<file path="src/design/asc_pkg.sv">
// ----------------------------------------------------------------------------
// Arctangent soft clipper package
// Shared widths, beat types, register indexes and the CORDIC angle table.
// ----------------------------------------------------------------------------
package asc_pkg;

	localparam int SAMPLE_W          = 16;
	localparam int CFG_W             = 24;
	localparam int CFG_IDX_W         = 1;
	localparam int XY_W              = 42;
	localparam int Z_W               = 32;
	localparam int TABLE_LEN         = 24;
	localparam int CORDIC_STAGES_DEF = 16;

	localparam logic [CFG_IDX_W-1:0] CFG_DRIVE_GAIN   = 1'b0;
	localparam logic [CFG_IDX_W-1:0] CFG_OUTPUT_SCALE = 1'b1;

	localparam logic [CFG_W-1:0] DRIVE_GAIN_RST   = 24'd16;
	localparam logic [CFG_W-1:0] OUTPUT_SCALE_RST = 24'd16384000;

	typedef struct packed {
		logic signed [SAMPLE_W-1:0] left_in;
		logic signed [SAMPLE_W-1:0] right_in;
		logic                       last_in;
	} asc_in_t;

	typedef struct packed {
		logic signed [SAMPLE_W-1:0] left_out;
		logic signed [SAMPLE_W-1:0] right_out;
		logic                       last_out;
	} asc_out_t;

	typedef struct packed {
		logic signed [XY_W-1:0] x;
		logic signed [XY_W-1:0] y;
		logic signed [Z_W-1:0]  z;
	} asc_vec_t;

	function automatic logic signed [Z_W-1:0] atan_tab(input int idx);
		logic signed [Z_W-1:0] t;
		case (idx)
			0:       t = 32'sd843314857;
			1:       t = 32'sd497837829;
			2:       t = 32'sd263043837;
			3:       t = 32'sd133525159;
			4:       t = 32'sd67021687;
			5:       t = 32'sd33543516;
			6:       t = 32'sd16775851;
			7:       t = 32'sd8388437;
			8:       t = 32'sd4194283;
			9:       t = 32'sd2097149;
			10:      t = 32'sd1048576;
			11:      t = 32'sd524288;
			12:      t = 32'sd262144;
			13:      t = 32'sd131072;
			14:      t = 32'sd65536;
			15:      t = 32'sd32768;
			16:      t = 32'sd16384;
			17:      t = 32'sd8192;
			18:      t = 32'sd4096;
			19:      t = 32'sd2048;
			20:      t = 32'sd1024;
			21:      t = 32'sd512;
			22:      t = 32'sd256;
			23:      t = 32'sd128;
			default: t = '0;
		endcase
		return t;
	endfunction

endpackage

</file>
<file path="src/design/asc_cordic_cell.sv">
// ----------------------------------------------------------------------------
// CORDIC cell
// One vectoring micro-rotation with a fixed shift, registered towards the
// next cell of the chain.
// ----------------------------------------------------------------------------
module asc_cordic_cell #(
	parameter int STAGE = 0
) (
	input  logic              clk,
	input  asc_pkg::asc_vec_t vec,
	output asc_pkg::asc_vec_t vec_q
);

	localparam logic signed [asc_pkg::Z_W-1:0] ANGLE = asc_pkg::atan_tab(STAGE);

	logic signed [asc_pkg::XY_W-1:0] dx;
	logic signed [asc_pkg::XY_W-1:0] dy;

	assign dx = vec.y >>> STAGE;
	assign dy = vec.x >>> STAGE;

	always_ff @(posedge clk) begin
		if (!vec.y[asc_pkg::XY_W-1]) begin
			vec_q.x <= vec.x + dx;
			vec_q.y <= vec.y - dy;
			vec_q.z <= vec.z + ANGLE;
		end else begin
			vec_q.x <= vec.x - dx;
			vec_q.y <= vec.y + dy;
			vec_q.z <= vec.z - ANGLE;
		end
	end

endmodule

</file>
<file path="config.mk">
export PLATFORM = sky130hd
export DESIGN_NAME = asc_cordic_cell
export DESIGN_NICKNAME = d
export VERILOG_FILES = /design/src/design/asc_pkg.sv /design/src/design/asc_cordic_cell.sv
export SDC_FILE = /design/constraint.sdc
export NUM_CORES = 1
export LEC_CHECK = 0
export BUFFER_PORTS_ARGS = -buffer_cell sky130_fd_sc_hd__buf_2
export CAP_MARGIN = 15
export CORE_MARGIN = 2
export CORE_UTILIZATION = 52
export CTS_BUF_LIST = sky130_fd_sc_hd__clkbuf_4
export DETAILED_ROUTE_END_ITERATION = 6
export GPL_TIMING_DRIVEN = 0
export PLACE_DENSITY = 0.76
export SYNTH_ARGS = -nofsm -noshare
export SYNTH_HDL_FRONTEND = slang
export SYNTH_SLANG_ARGS = --single-unit
export TNS_END_PERCENT = 10
</file>
<file path="constraint.sdc">
create_clock -name clk -period 8.65 [get_ports clk]
set_clock_uncertainty 0.15 [all_clocks]
set_input_delay 0.4325 -clock clk [delete_from_list [all_inputs] [get_ports clk]]
set_output_delay 0.4325 -clock clk [all_outputs]
set_load 0.05 [all_outputs]
</file>
==> flow_metrics.tcl, run 1 <==
set metrics [dict create \
    dr.pass1.iters 7 \
    rows 54 \
    grt_pass1_vias 11800 \
    area_growth_pct 16.3 \
    syn_nets 1799 \
    yosys_register_bits 115 \
    period_share_pct 48.8 \
    largest_reg_flops 115 \
    grt_pass1_wl_um 65000 \
    synthCells 1509 \
    synth_edf_count 0 \
    cts_tree "done" \
    peakVddDrop_uv 127 \
    cts_sinks 115 \
    setup_violations 0 \
    max_freq_mhz 237 \
    port_buffers 232 \
    hold_slack_ns 0.0393 \
    async_reset_ff_share_pct 0 \
    vias 12400 \
    relSlewSlack_pct 25.2 \
    post_cts_buffers 0 \
    power.leakage_nw 6.42 \
    start_util_pct 53.1 \
    synthDistinctLibCells 79 \
    clockPowerShare_pct 19.7 \
    final_nets 2053 \
    pwr-share-seq_pct 26.7 \
    violations "DRC" \
    status "finished, violations left" \
    layout-drive-gt1-share_pct 17.5 \
    power_density_nw_per_um2 190 \
    worst_slack_ns 4.43 \
    worst_pin_slew_ns 1.12 \
    die_h_um 153 \
    viasPerCell 6.03 \
    track_usage_pct 34.9 \
    top_regs "vec_q x115" \
    report.final.hold_viol_count 0 \
    synth_ff_type "dfxtp_1" \
    place_congestion 1.01 \
    power_switching_share_pct 50.5 \
    maxCapViolations 0 \
    syn_area_um2 11600 \
    hp-class "in2reg" \
    synth.yosys.warnings 0 \
    grt_max_degree 26 \
    maxSlewViolCount 0 \
    htree_levels 4 \
    cp_data_required_time_ns 8.96 \
    fin_crit_ns 4.22 \
    rsz0062_at_grt "false" \
    die-area_um2 23500 \
    core_um2 21800 \
    first_iter_violations 1328 \
    arrival_ns 4.53 \
    comb_power_share_pct 53.6 \
    avgSynthCellArea_um2 7.68 \
    ios 233 \
    overflow 0 \
    clk_pin_slew_worst_paths_ns 0.14 \
    cts_root_buf "clkbuf_4" \
    cts_buffers 17 \
    cp-start-kind "primary input" \
    finalSetupTns_ns 0 \
    yosysSeqAreaShare_pct 19.9 \
    place_ws_ns 4.21 \
    cp-end-kind "flip-flop" \
    clockBufferDepth 2 \
    hpwl_um 33800 \
    regMostFlops "vec_q" \
    switching_power_mw 1.30 \
    drt_wl_total_um 42700 \
    antenna_left 0 \
    drcViolationCount 3 \
    fp.dieW_um 153 \
    crit_type "in2reg" \
    antenna_found_initial 1 \
    p_int_mw 1.27 \
    wl_per_cell_um 20.7 \
    worstPathMaxFanout 6 \
]
per-stage QoR:
stage	std cells	area [um2]	power (mW)	utilization, %
6_report	2059	13500	2.56	61.8
5_1_grt	2059	13500	2.67	61.8
4_1_cts	2056	13500	2.55	61.7
3_5_place_dp	2021	13100	2.04	60.1
3_3_place_gp	2021	13100	2.04	60.1
2_1_floorplan	1509	11600	1.69	-
synth_stat cells (4+ instances only):
cell type	count	area (um2)
a211oi_1	19	143
a21boi_0	4	30.0
a21o_1	41	308
a21oi_1	187	936
a221o_1	6	60.1
a221oi_1	7	61.3
a31oi_1	17	106
and2_1	5	31.3
and3_1	9	56.3
buf_1	11	41.3
buf_2	13	65.1
clkbuf_1	31	116
dfxtp_1	115	2300
fa_1	4	80.1
ha_1	169	2110
inv_1	129	484
inv_2	4	15.0
mux2i_1	17	170
nand2_1	89	334
nand2b_1	20	125
nand3_1	22	110
nand4_1	19	119
nor2_1	109	409
nor2b_1	25	156
nor3_1	26	130
nor4_1	11	68.8
o211ai_1	20	150
o21a_1	18	135
o21ai_0	93	465
o21ai_1	18	90.1
o21bai_1	32	240
o31a_1	8	70.1
o31ai_1	21	158
or2_2	5	31.3
or3_1	6	37.5
or4_1	4	30.0
xnor2_1	86	753
xor2_1	20	175
area by class of cell:
type / count / area, um2
Timing Repair Buffer: 235 / 1190
Clock buffer: 18 / 135
Tap cell: 280 / 350
Sequential cell: 115 / 2300
Fill cell: 2045 / 8340
Antenna cell: 3 / 7.51
Buffer: 59 / 262
Multi-Input combinational cell: 1200 / 8530
Inverter: 135 / 507
Clock inverter: 14 / 201
power by group through the flow:
stage,clock [mW],sequential [mW],combinational [mW]
finish,0.505,0.684,1.37
CTS,0.508,0.685,1.35
global placement,0,0.693,1.34
detailed placement,0,0.696,1.35
floorplan,0,1.15,0.540
global route,0.526,0.695,1.45
what timing repair did:
| action | 4_1_cts | 5_1_grt |
|---|---|---|
| gates resized for setup | 0 | 0 |
| hold endpoints to repair | 4 | 0 |
| hold buffers | 3 | 0 |
routing by layer:
layer | GRT usage [%] | vias up | part of all wire, %
li1 | - | 5872 | -
met1 | 45.1 | 5750 | 41
met2 | 60.5 | 709 | 47
met3 | 5.25 | 92 | 9.0
met4 | 9.74 | 0 | 2.5
met5 | 0 | - | 0
kinds of logic (layout without fill, tap and decap cells):
| kind of cell | after synthesis | in the layout | synth area share (%) |
|---|---|---|---|
| simple gates | 364 | 364 | 15.2 |
| compound gates | 540 | 540 | 30.0 |
| buf+inv | 194 | 461 | 6.61 |
| other cells | 0 | 3 | 0 |
| flops | 115 | 115 | 19.9 |
| mux | 17 | 17 | 1.47 |
| fa+ha+maj | 173 | 173 | 18.9 |
| xor+xnor | 106 | 106 | 8.01 |
cells in the final DEF, fill, tap and decap left out, types with 5 or more instances in the layout:
master | netlist | layout
o21a_1 | 18 | 18
buf_1 | 11 | 11
o21ai_0 | 93 | 93
a31oi_1 | 17 | 17
and3_1 | 9 | 9
inv_1 | 129 | 129
o21ai_1 | 18 | 18
a221o_1 | 6 | 6
clkbuf_4 | 0 | 18
a21o_1 | 41 | 41
buf_2 | 13 | 245
o211ai_1 | 20 | 20
nand4_1 | 19 | 19
or2_2 | 5 | 5
dfxtp_1 | 115 | 115
o31a_1 | 8 | 8
a211oi_1 | 19 | 19
mux2i_1 | 17 | 17
a221oi_1 | 7 | 7
nor4_1 | 11 | 11
xnor2_1 | 86 | 86
o21bai_1 | 32 | 32
or3_1 | 6 | 6
nor2b_1 | 25 | 25
clkbuf_1 | 31 | 30
xor2_1 | 20 | 20
nand2_1 | 89 | 89
and2_1 | 5 | 5
nor3_1 | 26 | 26
ha_1 | 169 | 169
o31ai_1 | 21 | 21
a21oi_1 | 187 | 187
nor2_1 | 109 | 109
nand2b_1 | 20 | 20
nand3_1 | 22 | 22
worst paths after layout:
path,start,end,depth (start not counted)
max,vec[74],vec_q[114],14
min,vec[2],vec_q[2],3
worst max-delay path, cell delays in order:
cell	delay (ns)
dlygate4sd3_1	0.55
buf_2	0.14
inv_1	0.04
ha_1	0.20
fa_1	0.46
nor2b_1	0.16
o21ai_1	0.11
o211ai_2	0.37
a21oi_1	0.25
o41ai_2	0.68
a21boi_0	0.51
o21ai_0	0.34
o211ai_1	0.14
xnor2_1	0.15
No activity file was read; power rests on OpenSTA's default activity.
==> run 2: changes to the inputs <==
Clock period 8.65 ns to 4.3 ns, I/O delays scaled along.
==> run 2 against run 1 <==
Compared with the run above:
- the run now ends clean
- global-route usage up 0.70 points
- cell count is 1.8% higher
- worst hold slack got worse by 0.011 ns
- sequential cell count unchanged
- cell area grew 2.9%
- die area unchanged
- critical path depth did not move
- first-iteration DRC count is 5.0% higher
- core utilization is 1.8 points higher
- wire length increased by 1.7%
- critical path type unchanged
- highest routed layer unchanged
==> flow_metrics.tcl, run 2 (synthesized netlist as in run 1, its figures left out) <==
set metrics [dict create \
    status "finished, final reports clean" \
    nFillCells 1984 \
    ios 233 \
    maxCapViolations 0 \
    track_usage_pct 35.6 \
    hpwl_um 33800 \
    wl_met3_um 3830 \
    arrival_ns 4.29 \
    wl_per_cell_um 20.7 \
    placed_area_um2 13100 \
    peakVddDrop_uv 255 \
    setup_violations 0 \
    area_growth_pct 19.6 \
    report.final.hold_viol_count 0 \
    port_buffers 232 \
    power.leakage_nw 6.58 \
    regMostFlops "vec_q" \
    cp-end-kind "flip-flop" \
    rsz0062_at_grt "false" \
    core_um2 21800 \
    routed.top_layer "met4" \
    vias 12600 \
    cts_sinks 115 \
    htree_levels 4 \
    antenna_left 0 \
    period_share_pct 92.6 \
    die_h_um 153 \
    start_util_pct 53.1 \
    rows 54 \
    top_regs "vec_q x115" \
    place_congestion 1.01 \
    maxSlewViolCount 0 \
    largest_reg_flops 115 \
    fp.dieW_um 153 \
    grt_pass1_wl_um 66400 \
    hold_slack_ns 0.0285 \
    fin_area_um2 13900 \
    wl_met2_um 20600 \
    max_freq_mhz 251 \
    drcViolationCount 0 \
    power_density_nw_per_um2 375 \
    post_cts_buffers 0 \
    cp_top_family "compound AO/OA/AOI/OAI gates" \
    overflow 0 \
    fin_crit_ns 3.98 \
    slowest_delay_ns 0.66 \
    dr.pass1.iters 6 \
    viasPerCell 6.03 \
    drt_wl_total_um 43400 \
    final_cell_mix "245 x buf_2, 187 x a21oi_1, 169 x ha_1" \
    cts_resized 0 \
    clk_pin_slew_worst_paths_ns 0.12 \
    clockBufferDepth 2 \
    grt_max_degree 26 \
    relSlewSlack_pct 28.4 \
    utilization_pct 63.5 \
    worstPathMaxFanout 6 \
    crit_buf_inv 3 \
    antenna_found_initial 1 \
    grt_pass1_vias 12100 \
    crit_type "in2reg" \
    cp_data_required_time_ns 4.61 \
    layout-drive-gt1-share_pct 17.0 \
    cts_root_buf "clkbuf_4" \
    cts_tree "done" \
    cts_buffers 17 \
    first_iter_violations 1395 \
    hp-class "in2reg" \
    worst_pin_slew_ns 1.07 \
    final_nets 2091 \
    p_total_mw 5.21 \
    cp-start-kind "primary input" \
    worstPathCellList "dlygate4sd3_1, buf_2, inv_1, ha_1, fa_1, nor2b_1, o21ai_1, o211ai_2, a21oi_1, o41ai_2, a21boi_0, o21ai_0, o211ai_1, xnor2_1" \
    layout_commonest_cell "buf_2" \
    die-area_um2 23500 \
    wl_met1_um 17700 \
    cp_slowest_cell "o41ai_2" \
]
[run 2: changes by cell type in the layout (fill, tap and decap cells not counted)]
cell | before | now
dlygate4sd3_1 | 3 | 42
clkbuf_2 | 1 | 0
[run 2: power breakdown]
| part | leakage, nW | internal [mW] | switching (mW) |
|---|---|---|---|
| Combinational | 5.43 | 0.793 | 2.02 |
| Sequential | 0.970 | 1.32 | 0.0617 |
| Clock | 0.174 | 0.475 | 0.540 |
| Total | 6.58 | 2.59 | 2.62 |
[run 2: what timing repair did]
| action | in CTS | in global routing |
|---|---|---|
| endpoints found under the setup margin | 0 | 2 |
| hold buffers | 42 | 0 |
| endpoints found under the hold margin | 36 | 0 |
[run 2: area by class of cell]
class	count	area [um2]	area share, %
clock inverters	14	201	1.45
well taps	280	350	2.53
plain buffers	58	256	1.85
multi-input cells	1200	8530	61.5
inverters	135	507	3.65
repair buffers	274	1580	11.4
flip-flops and latches	115	2300	16.6
clock buffers	18	135	0.974
diodes	3	7.51	0.0541
[run 2: per-layer routing]
layer | vias to the layer above | track usage [%]
met5 | - | 0
met3 | 104 | 5.19
met1 | 5846 | 45.5
met4 | 0 | 10.3
met2 | 746 | 62.3
li1 | 5946 | -
[run 2: worst paths after layout]
path	from	slack, ns	end	depth (start not counted)
setup / recovery	vec[74]	0.32	vec_q[114]	14
hold / removal	vec[14]	0.03	vec_q[15]	4
[run 2: stage by stage]
| stage | TNS [ns] | setup slack [ns] | instances |
|---|---|---|---|
| 2_1_floorplan | 0 | 1.25 | 1509 |
| 3_3_place_gp | -3.70 | -0.506 | 2021 |
| 3_5_place_dp | 0 | 0.0820 | 2021 |
| 4_1_cts | 0 | 0.162 | 2095 |
| 5_1_grt | 0 | 0.154 | 2097 |
| 6_report | 0 | 0.317 | 2097 |
==> run 3: changes to the inputs <==
Settings changed: PLACE_DENSITY 0.76 to 0.72.
==> run 3 against run 2 <==
Compared with the run above:
- the run now ends with DRC left
- global-route usage is 0.23 points lower
- sequential cell count is the same
- largest power group unchanged
- critical path depth shrank 2
- clock power is 14% lower
- die area did not move
- setup slack improved by 0.037 ns
- maximum frequency grew 0.93%
- cell count shrank 0.24%
==> flow_metrics.tcl, run 3 (synthesized netlist as in run 1, its figures left out) <==
set metrics [dict create \
    status "finished, violations left" \
    violations "DRC" \
    ff_latch_area_um2 2300 \
    grt_max_degree 26 \
    multiInputGateArea_um2 8530 \
    htree_levels 4 \
    start_util_pct 53.1 \
    rows 54 \
    die_h_um 153 \
    clockBufferDepth 2 \
    grt_pass1_wl_um 66300 \
    report.final.hold_viol_count 0 \
    period_share_pct 91.8 \
    layout_commonest_cell "buf_2" \
    power_density_nw_per_um2 369 \
    final_cell_mix "245 x buf_2, 187 x a21oi_1, 169 x ha_1" \
    viasPerCell 6.04 \
    hp-class "in2reg" \
    cp-end-kind "flip-flop" \
    cts_sinks 115 \
    fin_crit_ns 3.95 \
    first_iter_violations 1381 \
    cts_resized 0 \
    place_ws_ns 0.0266 \
    cts_root_buf "clkbuf_4" \
    max_freq_mhz 253 \
    peakVddDrop_uv 303 \
    area_growth_pct 18.8 \
    cts_buffers 17 \
    vias 12600 \
    grt_pass1_vias 12200 \
    rsz0062_at_grt "false" \
    clk_pin_slew_worst_paths_ns 0.13 \
    core_um2 21800 \
    maxSlewViolCount 0 \
    nFillCells 2057 \
    cp-start-kind "primary input" \
    dr.pass1.iters 7 \
    worstPathMaxFanout 32 \
    drt_wl_total_um 43200 \
    setup_violations 0 \
    track_usage_pct 35.4 \
    post_layout_nonfiller_instances 2092 \
    cts_tree "done" \
    overflow 0 \
    antenna_left 0 \
    layout-drive-gt1-share_pct 17.1 \
    worst_pin_slew_ns 1.12 \
    wl_per_cell_um 20.6 \
    drcViolationCount 1 \
    utilization_pct 63.1 \
    fp.dieW_um 153 \
    crit_type "in2reg" \
    largest_reg_flops 115 \
    worst_slack_ns 0.354 \
    final_nets 2087 \
    top_regs "vec_q x115" \
    ios 233 \
    regMostFlops "vec_q" \
    dpl.cell_count 2021 \
    maxCapViolations 0 \
    arrival_ns 4.26 \
    place_congestion 0.983 \
    p_total_mw 5.08 \
    cp_data_required_time_ns 4.62 \
    relSlewSlack_pct 25.4 \
    die-area_um2 23500 \
    hpwl_um 33800 \
    antenna_found_initial 1 \
    power.leakage_nw 6.54 \
    port_buffers 232 \
]
## run 3: cell types whose count changed in the layout (fill, tap and decap cells not counted)
cell | previous run | this run
bufinv_16 | 4 | 2
clkbuf_4 | 18 | 20
diode_2 | 3 | 2
inv_6 | 3 | 1
clkinvlp_4 | 2 | 3
dlygate4sd3_1 | 42 | 38
clkinv_4 | 4 | 3
clkinv_2 | 1 | 3
## run 3: repair_timing
item	CTS	global route
setup endpoints to repair	0	1
hold buffers	38	0
endpoints found under the hold margin	32	0
setup buffers	0	0
## run 3: worst max-delay path, cell delays in order
cell and delay, ns:
buf_2 0.27, inv_2 0.70, ha_1 0.41, a21oi_1 0.32
and2_1 0.20, nand4b_1 0.23, a31oi_1 0.53, o21ai_1 0.23
a221oi_1 0.30, o21bai_1 0.15, xnor2_1 0.14, dlygate4sd3_1 0.55
## run 3: final timing paths
kind / startpoint / endpoint / slack (ns) / cells after the start
setup / recovery: vec[73] / vec_q[31] / 0.35 / 12
hold / removal: vec[75] / vec_q[33] / 0.003 / 3
## run 3: final cells by class
| type | count | area share [%] |
|---|---|---|
| multi-input combinational | 1200 | 61.9 |
| antenna | 2 | 0.0363 |
| timing repair buffer | 270 | 11.2 |
| inverter | 135 | 3.68 |
| tap | 280 | 2.54 |
| sequential | 115 | 16.7 |
| clock buffer | 20 | 1.09 |
| buffer | 58 | 1.86 |
| clock inverter | 12 | 0.963 |
## run 3: metrics by stage
step / hold WS (ns) / setup TNS, ns / instance area, um2
after global placement: 0.273 / -3.25 / 13100
after floorplan: 0.162 / 0 / 11600
after detailed placement: 0.288 / 0 / 13100
after global routing: 0.00692 / 0 / 13800
after CTS: 0.00227 / 0 / 13800
final: 0.00254 / 0 / 13800
## run 3: metal layers
metal,part of all wire (%),track usage [%]
met1,41,45.6
met5,0,0
met2,46,59.4
met4,3.7,12.6
met3,9.0,6.29
## run 3: where the power goes
| part | leakage, nW | internal [mW] | total [mW] | switching (mW) |
|---|---|---|---|---|
| logic | 5.42 | 0.789 | 2.81 | 2.02 |
| registers | 0.970 | 1.32 | 1.38 | 0.0646 |
| clock network | 0.149 | 0.364 | 0.881 | 0.517 |
| total | 6.54 | 2.47 | 5.08 | 2.60 |
